$ cat config.mk
export PLATFORM = sky130hd
export DESIGN_NAME = serial_frame_deframer_crc16_flat
export DESIGN_NICKNAME = d
export VERILOG_FILES = /design/src/rtl/sfd_pkg.sv /design/src/rtl/sfd_byte_if.sv /design/src/rtl/sfd_frame_if.sv /design/src/rtl/sfd_cfg_if.sv /design/src/rtl/sfd_window.sv /design/src/rtl/sfd_check.sv /design/src/rtl/serial_frame_deframer_crc16.sv /design/src/flat_wrapper.sv
export SDC_FILE = /design/constraint.sdc
export NUM_CORES = 1
export LEC_CHECK = 0
export BUFFER_PORTS_ARGS = -buffer_cell sky130_fd_sc_hd__buf_2
export CAP_MARGIN = 20
export CORE_MARGIN = 2
export CORE_UTILIZATION = 39
export DETAILED_ROUTE_END_ITERATION = 10
export GPL_ROUTABILITY_DRIVEN = 0
export SYNTH_ARGS = -nofsm -noshare
export SYNTH_HDL_FRONTEND = slang
export SYNTH_SLANG_ARGS = --single-unit
$ cat constraint.sdc
create_clock -name clk -period 28.8 [get_ports clk]
set_input_delay 8.64 -clock clk [delete_from_list [all_inputs] [get_ports clk]]
set_output_delay 8.64 -clock clk [all_outputs]
set_load 0.01 [all_outputs]
$ cat src/rtl/sfd_pkg.sv
`timescale 1ns / 1ps
`default_nettype none
package sfd_pkg;

  localparam int FRAME_BYTES = 13;
  localparam int WIN_BYTES   = FRAME_BYTES + 1;
  localparam int CRC_FIRST   = 3;
  localparam int CRC_SPAN    = FRAME_BYTES - CRC_FIRST;
  localparam int FILL_W      = $clog2(WIN_BYTES + 1);
  localparam int CFG_IDX_W   = 2;

  localparam logic [FILL_W-1:0] FILL_FULL = FILL_W'(WIN_BYTES);

  localparam logic [15:0] CRC_INIT = 16'hFFFF;
  localparam logic [15:0] CRC_POLY = 16'hA001;

  localparam logic [7:0] HEADER_RESET   = 8'hAA;
  localparam logic [7:0] RIGHT_ID_RESET = 8'h82;
  localparam logic [7:0] LEFT_ID_RESET  = 8'h84;

  // configuration register indexes
  localparam logic [CFG_IDX_W-1:0] REG_HEADER   = 2'd0;
  localparam logic [CFG_IDX_W-1:0] REG_RIGHT_ID = 2'd1;
  localparam logic [CFG_IDX_W-1:0] REG_LEFT_ID  = 2'd2;

  // frame kind codes
  localparam logic [1:0] KIND_RIGHT = 2'd0;
  localparam logic [1:0] KIND_LEFT  = 2'd1;
  localparam logic [1:0] KIND_OTHER = 2'd2;

  // window contents plus the CRC of its bytes 3..12, handed to the checker
  typedef struct packed {
    logic                            valid;
    logic                            full;
    logic [15:0]                     crc;
    logic [WIN_BYTES-1:0][7:0]       win;
  } sfd_cand_t;

  // one byte through the reflected CRC-16 register
  function automatic logic [15:0] crc_byte(input logic [15:0] c_in, input logic [7:0] b);
    logic [15:0] c;
    c = c_in ^ {8'h00, b};
    for (int i = 0; i < 8; i++) begin
      if (c[0]) begin
        c = (c >> 1) ^ CRC_POLY;
      end else begin
        c = c >> 1;
      end
    end
    return c;
  endfunction

endpackage
`default_nettype wire

$ cat src/rtl/sfd_byte_if.sv
`timescale 1ns / 1ps
`default_nettype none
interface sfd_byte_if;
  logic       valid;
  logic       ready;
  logic [7:0] rx_byte;

  modport source (output valid, output rx_byte, input ready);
  modport sink   (input valid, input rx_byte, output ready);
endinterface
`default_nettype wire

$ cat src/rtl/sfd_frame_if.sv
`timescale 1ns / 1ps
`default_nettype none
interface sfd_frame_if;
  logic               valid;
  logic               ready;
  logic [7:0]         seq_byte;
  logic [7:0]         msg_id;
  logic signed [31:0] rear_word;
  logic signed [31:0] front_word;
  logic [1:0]         frame_kind;

  modport source (output valid, output seq_byte, output msg_id, output rear_word,
                  output front_word, output frame_kind, input ready);
  modport sink   (input valid, input seq_byte, input msg_id, input rear_word,
                  input front_word, input frame_kind, output ready);
endinterface
`default_nettype wire

$ cat src/rtl/sfd_cfg_if.sv
`timescale 1ns / 1ps
`default_nettype none
interface sfd_cfg_if;
  logic                           valid;
  logic                           ready;
  logic [sfd_pkg::CFG_IDX_W-1:0]  index;
  logic [7:0]                     data;

  modport source (output valid, output index, output data, input ready);
  modport sink   (input valid, input index, input data, output ready);
endinterface
`default_nettype wire

$ cat src/rtl/sfd_window.sv
`timescale 1ns / 1ps
`default_nettype none
module sfd_window (
  input  wire logic               clk,
  input  wire logic               rst,
  sfd_byte_if.sink                rx,
  input  wire logic               take,
  output sfd_pkg::sfd_cand_t      cand
);

  logic [sfd_pkg::WIN_BYTES-1:0][7:0]  win;
  logic [sfd_pkg::WIN_BYTES-1:0][7:0]  win_next;
  // lane j holds the CRC of the last j+1 bytes received
  logic [sfd_pkg::CRC_SPAN-1:0][15:0]  lane;
  logic [sfd_pkg::CRC_SPAN-1:0][15:0]  lane_next;
  logic [15:0]                         crc_chk;
  logic [sfd_pkg::FILL_W-1:0]          fill_count;
  logic                                pend;
  logic                                accept;

  assign rx.ready = !pend || take;
  assign accept   = rx.valid && rx.ready;

  always_comb begin
    win_next = {rx.rx_byte, win[sfd_pkg::WIN_BYTES-1:1]};
    lane_next[0] = sfd_pkg::crc_byte(sfd_pkg::CRC_INIT, rx.rx_byte);
    for (int j = 1; j < sfd_pkg::CRC_SPAN; j++) begin
      lane_next[j] = sfd_pkg::crc_byte(lane[j-1], rx.rx_byte);
    end
  end

  always_ff @(posedge clk) begin
    if (rst) begin
      fill_count <= '0;
      pend       <= 1'b0;
    end else begin
      if (accept) begin
        pend <= 1'b1;
        if (fill_count != sfd_pkg::FILL_FULL) begin
          fill_count <= fill_count + 1'b1;
        end
      end else if (take) begin
        pend <= 1'b0;
      end
    end
  end

  // the 10 bytes before the new one are window bytes 3..12 after the shift
  always_ff @(posedge clk) begin
    if (accept) begin
      win     <= win_next;
      lane    <= lane_next;
      crc_chk <= lane[sfd_pkg::CRC_SPAN-1];
    end
  end

  assign cand.valid = pend;
  assign cand.full  = (fill_count == sfd_pkg::FILL_FULL);
  assign cand.crc   = crc_chk;
  assign cand.win   = win;

  a_fill_bounded: assert property (@(posedge clk) disable iff (rst)
    fill_count <= sfd_pkg::FILL_FULL)
    else $error("fill count past window size");

  a_no_overwrite: assert property (@(posedge clk) disable iff (rst)
    (accept && pend) |-> take)
    else $error("candidate overwritten before the checker took it");

endmodule
`default_nettype wire

$ cat src/rtl/sfd_check.sv
`timescale 1ns / 1ps
`default_nettype none
module sfd_check (
  input  wire logic               clk,
  input  wire logic               rst,
  input  wire sfd_pkg::sfd_cand_t cand,
  input  wire logic [7:0]         header_byte,
  input  wire logic [7:0]         right_speed_id,
  input  wire logic [7:0]         left_speed_id,
  output logic                    take,
  sfd_frame_if.source             res
);

  logic       match;
  logic [1:0] kind;

  assign take = cand.valid && (!res.valid || res.ready);

  assign match = cand.full
              && (cand.win[0] == header_byte)
              && (cand.win[sfd_pkg::FRAME_BYTES] == header_byte)
              && (cand.win[1] == cand.crc[7:0])
              && (cand.win[2] == cand.crc[15:8]);

  always_comb begin
    priority if (cand.win[4] == right_speed_id) begin
      kind = sfd_pkg::KIND_RIGHT;
    end else if (cand.win[4] == left_speed_id) begin
      kind = sfd_pkg::KIND_LEFT;
    end else begin
      kind = sfd_pkg::KIND_OTHER;
    end
  end

  always_ff @(posedge clk) begin
    if (rst) begin
      res.valid <= 1'b0;
    end else if (take) begin
      res.valid <= match;
    end else if (res.ready) begin
      res.valid <= 1'b0;
    end
  end

  always_ff @(posedge clk) begin
    if (take && match) begin
      res.seq_byte   <= cand.win[3];
      res.msg_id     <= cand.win[4];
      res.rear_word  <= {cand.win[5], cand.win[6], cand.win[7], cand.win[8]};
      res.front_word <= {cand.win[9], cand.win[10], cand.win[11], cand.win[12]};
      res.frame_kind <= kind;
    end
  end

  a_no_result_unfilled: assert property (@(posedge clk) disable iff (rst)
    (take && !cand.full) |=> !res.valid)
    else $error("result before the window filled");

  a_right_kind: assert property (@(posedge clk) disable iff (rst)
    (take && match && cand.win[4] == right_speed_id) |=>
      (res.frame_kind == sfd_pkg::KIND_RIGHT))
    else $error("right speed id not reported as right");

  a_kind_legal: assert property (@(posedge clk) disable iff (rst)
    res.valid |-> (res.frame_kind != 2'd3))
    else $error("illegal frame kind");

endmodule
`default_nettype wire

$ cat src/rtl/serial_frame_deframer_crc16.sv
`timescale 1ns / 1ps
`default_nettype none
// Framed serial receiver with CRC-16 (reflected 0xA001, init 0xFFFF) check.
// rx: one received byte per transaction. res: one transaction per valid
// frame carrying seq_byte, msg_id, rear_word, front_word (big-endian signed)
// and frame_kind (right speeds, left speeds, other id).
// cfg: register writes (0 header_byte, 1 right_speed_id, 2 left_speed_id),
// always ready; other indexes are dropped. Write only while idle.
// A frame is the 13 bytes starting at a header byte and followed by another
// header byte, so its result appears after the following header arrives.
// Throughput: one byte per cycle while res is not stalled. Each byte lands in
// the window register when accepted, and the check stage then loads the result
// register; the CRC of bytes 3..12 comes from ten running CRC lanes, each
// advanced by one byte step per rx transaction.
// Reset: the config registers return to their defaults and the fill count clears; no
// frame is checked until 14 bytes have arrived.
// A stalled res holds its result; rx keeps accepting while the check stage
// can move, and backs up one stage later otherwise.
module serial_frame_deframer_crc16 (
  input  wire logic  clk,
  input  wire logic  rst,
  sfd_byte_if.sink   rx,
  sfd_frame_if.source res,
  sfd_cfg_if.sink    cfg
);

  logic [7:0]          header_byte;
  logic [7:0]          right_speed_id;
  logic [7:0]          left_speed_id;
  logic                take;
  sfd_pkg::sfd_cand_t  cand;

  assign cfg.ready = 1'b1;

  always_ff @(posedge clk) begin
    if (rst) begin
      header_byte    <= sfd_pkg::HEADER_RESET;
      right_speed_id <= sfd_pkg::RIGHT_ID_RESET;
      left_speed_id  <= sfd_pkg::LEFT_ID_RESET;
    end else if (cfg.valid && cfg.ready) begin
      unique case (cfg.index)
        sfd_pkg::REG_HEADER:   header_byte    <= cfg.data;
        sfd_pkg::REG_RIGHT_ID: right_speed_id <= cfg.data;
        sfd_pkg::REG_LEFT_ID:  left_speed_id  <= cfg.data;
        default: ;
      endcase
    end
  end

  sfd_window u_window (
    .clk  (clk),
    .rst  (rst),
    .rx   (rx),
    .take (take),
    .cand (cand)
  );

  sfd_check u_check (
    .clk            (clk),
    .rst            (rst),
    .cand           (cand),
    .header_byte    (header_byte),
    .right_speed_id (right_speed_id),
    .left_speed_id  (left_speed_id),
    .take           (take),
    .res            (res)
  );

endmodule
`default_nettype wire

$ cat src/flat_wrapper.sv
// flat-port wrapper written by rule: the top's interface ports become plain ports
module serial_frame_deframer_crc16_flat 
  (clk, rst, rx_valid, rx_rx_byte, rx_ready, res_valid, res_seq_byte, res_msg_id, res_rear_word, res_front_word, res_frame_kind, res_ready, cfg_valid, cfg_index, cfg_data, cfg_ready);
  sfd_byte_if rx_i ();
  sfd_frame_if res_i ();
  sfd_cfg_if cfg_i ();
  input  wire logic clk;
  input  wire logic rst;
  input wire logic [$bits(rx_i.valid)-1:0] rx_valid;
  input wire logic [$bits(rx_i.rx_byte)-1:0] rx_rx_byte;
  output wire logic [$bits(rx_i.ready)-1:0] rx_ready;
  output wire logic [$bits(res_i.valid)-1:0] res_valid;
  output wire logic [$bits(res_i.seq_byte)-1:0] res_seq_byte;
  output wire logic [$bits(res_i.msg_id)-1:0] res_msg_id;
  output wire logic [$bits(res_i.rear_word)-1:0] res_rear_word;
  output wire logic [$bits(res_i.front_word)-1:0] res_front_word;
  output wire logic [$bits(res_i.frame_kind)-1:0] res_frame_kind;
  input wire logic [$bits(res_i.ready)-1:0] res_ready;
  input wire logic [$bits(cfg_i.valid)-1:0] cfg_valid;
  input wire logic [$bits(cfg_i.index)-1:0] cfg_index;
  input wire logic [$bits(cfg_i.data)-1:0] cfg_data;
  output wire logic [$bits(cfg_i.ready)-1:0] cfg_ready;
  assign rx_i.valid = rx_valid;
  assign rx_i.rx_byte = rx_rx_byte;
  assign rx_ready = rx_i.ready;
  assign res_valid = res_i.valid;
  assign res_seq_byte = res_i.seq_byte;
  assign res_msg_id = res_i.msg_id;
  assign res_rear_word = res_i.rear_word;
  assign res_front_word = res_i.front_word;
  assign res_frame_kind = res_i.frame_kind;
  assign res_i.ready = res_ready;
  assign cfg_i.valid = cfg_valid;
  assign cfg_i.index = cfg_index;
  assign cfg_i.data = cfg_data;
  assign cfg_ready = cfg_i.ready;
  serial_frame_deframer_crc16 u_core (.clk(clk), .rst(rst), .rx(rx_i), .res(res_i), .cfg(cfg_i));
endmodule
==> key figures, run 1 <==
Floorplanning
  • Die area: 0.0383 sq mm
  • Core ar.: ~0.036 sq mm
  • I/O pin count: 108
  • Die Width: 196 um
  • Height of the die: 196 um
  • Row count: 70
  • Initial core utilization: 0.394

Clock network
  • # clock sinks: 384
  • Hold-fix buffers, CTS: 0
  • Setup bufs post-CTS: 0
  • Clock Tree Root: clkbuf_16
  • H-tree levels: 2
  • Worst-path clk slew: 60 ps
  • Clock buffer depth: 3
  • CTS tree: done
  • PostCTS Resize Cnt: 0
  • Clock buffer count from CTS: 41
  • Worst skew pair latency: about 550 ps

Synth
  • Synthesized area: approximately 0.014 sq mm
  • Unique cell type count in the Yosys netlist: 35
  • Post-synthesis register bit count: 384
  • Mapped Avg Cell Area: 19.2 sq um
  • Yosys warnings: 0
  • Register area share after synthesis: 0.784
  • Syn Nets: 770
  • Syn Inst Count: 745

Critical path
  • Worst-path maximum fanout: 4
  • Worst Path Required: just over 20000 ps
  • CP Launch Type: input port
  • Crit path DAT: 9120 ps
  • Worst r2r path cells: 5
  • Nature of the critical path endpoint: output pin
  • Crit path kind: input port to output pin

Global route
  • Vias in the first global route: 6408
  • First-pass GRT wire length: between 30000 and 40000 um
  • Total gr overflow: 0
  • Largest net degree at the start of global routing: 191
  • Initial antenna violation count: 0
  • Total global-route track usage: 0.127

Timing
  • Setup TNS: 0 ps
  • Slew Limit Headroom: 0.279
  • Smallest hold slack: around 410 ps
  • Worst clock skew: ~11 ps
  • Max Freq: 0.0563 GHz
  • RSZ-0062 raised after global routing: no
  • Final setup viols: 0
  • Tmin final: 17760 ps
  • Fin crit share: 0.617
  • Final hold vios: 0
  • Slew @ Worst Pin: 1080 ps
  • Final slew viol count: 0

Route
  • Drt first pass iters: 4
  • # DRC: 0
  • DR WL/cell: 17.2 um
  • Vias: 6346
  • Vias per cell: 4.57
  • Post-route ant nets: 0
  • WL final: 23900 um
  • Drt first-iter violations: 310

Final layout
  • Most common cell after layout, fill and taps aside: edfxtp_1
  • # diodes: 0
  • Nets: 913
  • P&R area growth vs syn: 16.9%
  • Filler cells: 3111
  • Final cell count without fillers: 1389
  • Commonest non-fill, non-tap cells in the layout: edfxtp_1 (354), xnor2_1 (173), buf_2 (106), xor2_1 (57), clkbuf_16 (41)
  • Share of layout cells above drive strength 1: 0.199

Worst hold path
  • HP Class: register to register
  • Cells on Worst Hold Path: 0

Placement
  • Placed cells: 1313
  • I/O Buffers: 106
  • DP HPWL: 14900 um

Power
  • Total power: 1.62 mW
  • Leakage: 5.82 nW
  • PD cells: a little under 100 mW/mm^2
  • Worst VDD drop: 0.0000473 V

Job
  • Max-cap violations: 0

Status
  • Status: complete, no violations
## critical path, stage by stage
cell and delay (ps):
buf_2 100, nand3b_1 200, buf_2 170
## Yosys cell counts
library cell | count | area (sq um)
nand3_1 | 6 | 30.0
a21oi_1 | 4 | 20.0
xnor3_2 | 1 | 23.8
mux2i_1 | 15 | 150
o21ba_2 | 2 | 20.0
conb_1 | 1 | 3.75
and3_1 | 1 | 6.26
xor2_2 | 1 | 16.3
nor2_1 | 27 | 101
ha_1 | 2 | 25.0
xor3_4 | 1 | 27.5
xor2_4 | 3 | 82.6
nor4_1 | 6 | 37.5
nand2_1 | 1 | 3.75
nor2b_1 | 5 | 31.3
xnor2_1 | 173 | 1520
buf_4 | 1 | 7.51
a211o_1 | 8 | 70.1
nor3b_1 | 1 | 7.51
clkbuf_1 | 6 | 22.5
a222oi_1 | 1 | 10.0
nand3b_1 | 3 | 22.5
xnor3_1 | 6 | 135
nor3_1 | 1 | 5.00
xor3_2 | 1 | 25.0
nand4_1 | 7 | 43.8
buf_2 | 5 | 25.0
or3_1 | 3 | 18.8
dfxtp_1 | 30 | 601
inv_1 | 8 | 30.0
xor3_1 | 2 | 47.6
xnor2_2 | 1 | 16.3
or4_1 | 1 | 7.51
xor2_1 | 57 | 499
edfxtp_1 | 354 | 10600
## routing by layer
layer  wire length [um]  global-route usage  vias to the layer above  part of all wire
met4                561              0.0481                        0             0.023
li1                   -                   -                     3015                 -
met3               1040              0.0297                       39             0.044
met5                  0                   0                        -                 0
met1              10300               0.161                     3164              0.43
met2              12000               0.213                      128              0.50
## power breakdown
part           internal (mW)  leakage, nW  switching [mW]
Clock                  0.289        0.633           0.207
Sequential             0.756         3.64          0.0465
Combinational          0.177         1.54           0.144
## stage by stage
stage	area, sq um	setup WS (ps)	util
after floorplan	14300	6040	-
after global placement	15500	11060	0.425
after detailed placement	15500	11040	0.425
after CTS	16700	11040	0.461
after global routing	16700	11000	0.461
final	16700	11040	0.461
## layout make-up
cell class	instances	area, sq um	share of cell area
well taps	468	586	0.0350
repair buffers	112	588	0.0351
flip-flops and latches	384	11200	0.671
clock buffers	58	1150	0.0687
clock inverters	18	133	0.00792
multi-input cells	341	3030	0.181
inverters	8	30.0	0.00179
## cells by family (layout without fill, tap and decap cells)
group | count (synthesis) | in the layout | synth area share
muxes | 15 | 15 | 0.0105
other | 1 | 1 | 0.000262
buffers and inverters | 20 | 196 | 0.00594
DFF | 384 | 384 | 0.784
and+or+nand+nor | 62 | 62 | 0.0220
xor gates and xnor gates | 246 | 246 | 0.167
adders and majority gates | 2 | 2 | 0.00175
AOI/OAI and AO/OA | 15 | 15 | 0.00839
## path summary, 6_finish.rpt
path,startpoint,slack (ps),to
worst max-delay path,res_ready,11040,rx_ready
worst min-delay path,u_core.u_window.lane[153],410,u_core.u_window.crc_chk[9]
worst max register to register,u_core.u_window.cand[19],25830,u_core.u_check.res.rear_word[0]
worst min register to register,u_core.u_window.lane[153],410,u_core.u_window.crc_chk[9]
## registers in the layout, summed over array words and instances (netlist names)
| signal | flops |
|---|---|
| u_core.u_check.res.frame_kind | 2 |
| u_core.u_check.res.valid | 1 |
| u_core.right_speed_id | 8 |
| u_core.u_check.res.seq_byte | 8 |
| u_core.header_byte | 8 |
| u_core.u_window.pend | 1 |
| u_core.u_window.cand | 112 |
| u_core.u_check.res.front_word | 32 |
| u_core.u_window.crc_chk | 16 |
| u_core.u_check.res.rear_word | 32 |
| u_core.u_check.res.msg_id | 8 |
| u_core.u_window.fill_count | 4 |
| u_core.left_speed_id | 8 |
| u_core.u_window.lane | 144 |
Power figures use the tool's default switching activity.
==> run 2: changes to the inputs <==
Settings changed: ABC_AREA set to 1.
Clock period 28.8 ns to 17.3 ns, I/O delays scaled along.
==> run 2 against run 1 <==
  * Worst setup slack lost 4600 ps
  * Sequential power grew 60%
  * Clock skew grew 9.2 ps
  * Total power grew 63%
  * Sequential share of layout area shrank 2.0 points
  * Worst hold slack lost 8.6 ps
==> key figures, run 2 <==
Status
  • Status: complete, no violations

Floorplanning
  • I/O pin count: 108 (unchanged)
  • Initial core utilization: 0.394 (about the same)
  • Die area: 0.0394 sq mm (+3.1%)
  • Core ar.: 0.0375 sq mm (+3.1%)
  • Height of the die: 199 um (+1.5%)
  • Die Width: 199 um (+1.5%)
  • Row count: 71 (+1.4%)

Synth
  • Syn Inst Count: 937 (+26%)
  • Commonest cells post-synth: edfxtp_1 (354), nand2_1 (112), xnor2_1 (98), xor2_1 (74), inv_1 (67)
  • Mapped Avg Cell Area: 15.8 sq um (-18%)
  • Synth area leader: edfxtp_1
  • Synthesized area: 0.0148 sq mm (+3.2%)
  • Synth area leaders: edfxtp_1 (72%), xnor2_1 (5.8%), xor2_1 (4.4%)
  • Yosys warnings: 0 (unchanged)
  • Post-synthesis register bit count: 384 (unchanged)
  • Post-synth top flop: edfxtp_1
  • Unique cell type count in the Yosys netlist: 38 (+8.6%)
  • Post-synth EDFFs: 354 (unchanged)
  • Most numerous cell in the Yosys netlist: edfxtp_1
  • Syn Nets: 962 (+25%)
  • Yosys top cell area share: 0.720 (-0.0228)
  • Synth async-reset ratio: 0 (unchanged)
  • Register area share after synthesis: 0.760 (-0.0240)

Global route
  • Total gr overflow: 0 (unchanged)
  • Initial antenna violation count: 0 (unchanged)
  • Total global-route track usage: 0.129 (+0.00172)
  • Vias in the first global route: 7071 (+10%)
  • First-pass GRT wire length: 38200 um (+5.3%)
  • Largest net degree at the start of global routing: 133 (-30%)

Critical path
  • Crit path kind: input port to output pin
  • Most frequent CP cell: buf_2
  • Slowest CP cell: buf_2
  • Crit path DAT: 5670 ps (-3450 ps)
  • Delay-heaviest family, CP: buffers and inverters
  • Cell Chain, Critical Path: buf_2 > nor2_1 > nand2_1 > buf_2
  • Max stage delay on crit path: 150 ps (-50 ps)
  • Worst Path Required: 12110 ps (-8050 ps)
  • Buf+Inv Stages, Crit Path: 2 (unchanged)
  • Worst-path maximum fanout: 3 (-1)
  • CP Launch Type: input port
  • Nature of the critical path endpoint: output pin

Route
  • Drt first pass iters: 4 (unchanged)
  • WL final: 25300 um (+5.8%)
  • Vias: 7332 (+16%)
  • Vias per cell: 4.52 (-1.0%)
  • # DRC: 0 (unchanged)
  • DR WL/cell: 15.6 um (-9.4%)
  • Drt first-iter violations: 457 (+47%)
  • Post-route ant nets: 0 (unchanged)

Final layout
  • Nets: 1104 (+21%)
  • Largest register FFs: 144 (unchanged)
  • Filler cells: 3310 (+6.4%)
  • Final core occ: 0.461 (about the same)
  • # diodes: 0 (unchanged)
  • Most common cell after layout, fill and taps aside: edfxtp_1
  • Largest register by flop count: u_core.u_window.lane
  • P&R area growth vs syn: 16.9% (about the same)
  • Commonest non-fill, non-tap cells in the layout: edfxtp_1 (354), nand2_1 (112), buf_2 (106), xnor2_1 (98), xor2_1 (74)
  • Share of layout cells above drive strength 1: 0.196 (-0.00230)

Power
  • Leakage: 6.43 nW (+11%)
  • Sw Share: 0.256 (+0.0100)
  • Worst VDD drop: 0.0000773 V (+63%)
  • Register share of total power: 0.484 (-0.011)
  • Share of total power in combinational logic: 0.177 (-0.021)
  • Clock power frac: 0.339 (+0.033)
  • PD cells: 153 mW/mm^2 (+58%)
  • Switching pwr: 0.677 mW (+70%)
  • Internal: 1.97 mW (+61%)

Timing
  • Slew Limit Headroom: 0.302 (+0.0236)
  • Final hold vios: 0 (unchanged)
  • Max Freq: around 0.092 GHz
  • Worst clock skew: 20.4 ps (+9.19 ps)
  • Final setup viols: 0 (unchanged)
  • Tmin final: 10860 ps
  • Fin crit share: 0.628
  • Final slew viol count: 0 (unchanged)
  • RSZ-0062 raised after global routing: no
  • Setup TNS: 0 ps (unchanged)
  • Slew @ Worst Pin: 1040 ps (-43.4 ps)

Clock network
  • H-tree levels: 2 (unchanged)
  • PostCTS Resize Cnt: 0 (unchanged)
  • Clock buffer count from CTS: 42 (+2.4%)
  • Clock Tree Root: clkbuf_16
  • Setup bufs post-CTS: 0 (unchanged)
  • Clock buffer depth: 3 (unchanged)
  • Worst skew pair latency: 550 ps (about the same)
  • Worst-path clk slew: 60 ps (about the same)
  • # clock sinks: 384 (unchanged)
  • CTS tree: done
  • Hold-fix buffers, CTS: 0 (unchanged)

Worst hold path
  • HP Class: register to register

Placement
  • DP HPWL: 16000 um (+7.2%)
  • I/O Buffers: 106 (unchanged)

Job
  • Max-cap violations: 0 (unchanged)
[run 2: area by class of cell]
class / count / area [sq um] / area share
clock inverters: 20 / 230 / 0.0133
repair buffers: 109 / 553 / 0.0320
multi-input cells: 472 / 3170 / 0.184
flip-flops and latches: 384 / 11200 / 0.651
well taps: 511 / 639 / 0.0370
clock buffers: 55 / 1170 / 0.0678
inverters: 70 / 270 / 0.0157
[run 2: power groups by stage]
stage          sequential, mW  clock, mW  combinational, mW
2_1_floorplan            1.29          0              0.385
6_report                 1.28      0.897              0.467
3_5_place_dp             1.30          0              0.472
4_1_cts                  1.28      0.927              0.476
5_1_grt                  1.30      0.962              0.528
3_3_place_gp             1.30          0              0.458
[run 2: metal layers]
layer	up-vias	wire length [um]	track usage	part of all wire
met4	0	632	0.0517	0.025
met1	3608	10500	0.150	0.42
met2	130	13200	0.230	0.52
met5	-	0	0	0
met3	45	1000	0.0273	0.040
li1	3549	-	-	-
[run 2: final timing paths]
check	startpoint	to	slack, ps	depth (start not counted)
max	res_ready	rx_ready	6440	4
max reg2reg	u_core.u_window.fill_count[0]	u_core.u_check.res.rear_word[15]	14150	7
min reg2reg	u_core.u_window.lane[77]	u_core.u_window.lane[85]	400	0
min	u_core.u_window.lane[77]	u_core.u_window.lane[85]	400	0
[run 2: stage by stage]
stage / power (mW) / hold slack (ps) / area [sq um] / instances / setup slack [ps]
6_report: 2.65 / 402 / 17300 / 1621 / 6440
4_1_cts: 2.69 / 407 / 17300 / 1621 / 6440
2_1_floorplan: 1.68 / 400 / 14800 / 937 / 5370
3_5_place_dp: 1.78 / 405 / 15900 / 1546 / 6440
5_1_grt: 2.79 / 408 / 17300 / 1621 / 6410
3_3_place_gp: 1.75 / 401 / 15900 / 1546 / 6440
[run 2: cells by family after synthesis]
kind of cell,synth area share
AO/OA/AOI/OAI,0.0137
XOR/XNOR,0.124
adder cells (fa/ha/maj),0.00169
buffers and inverters,0.0257
flip-flops,0.760
other,0.000254
AND/OR/NAND/NOR,0.0743
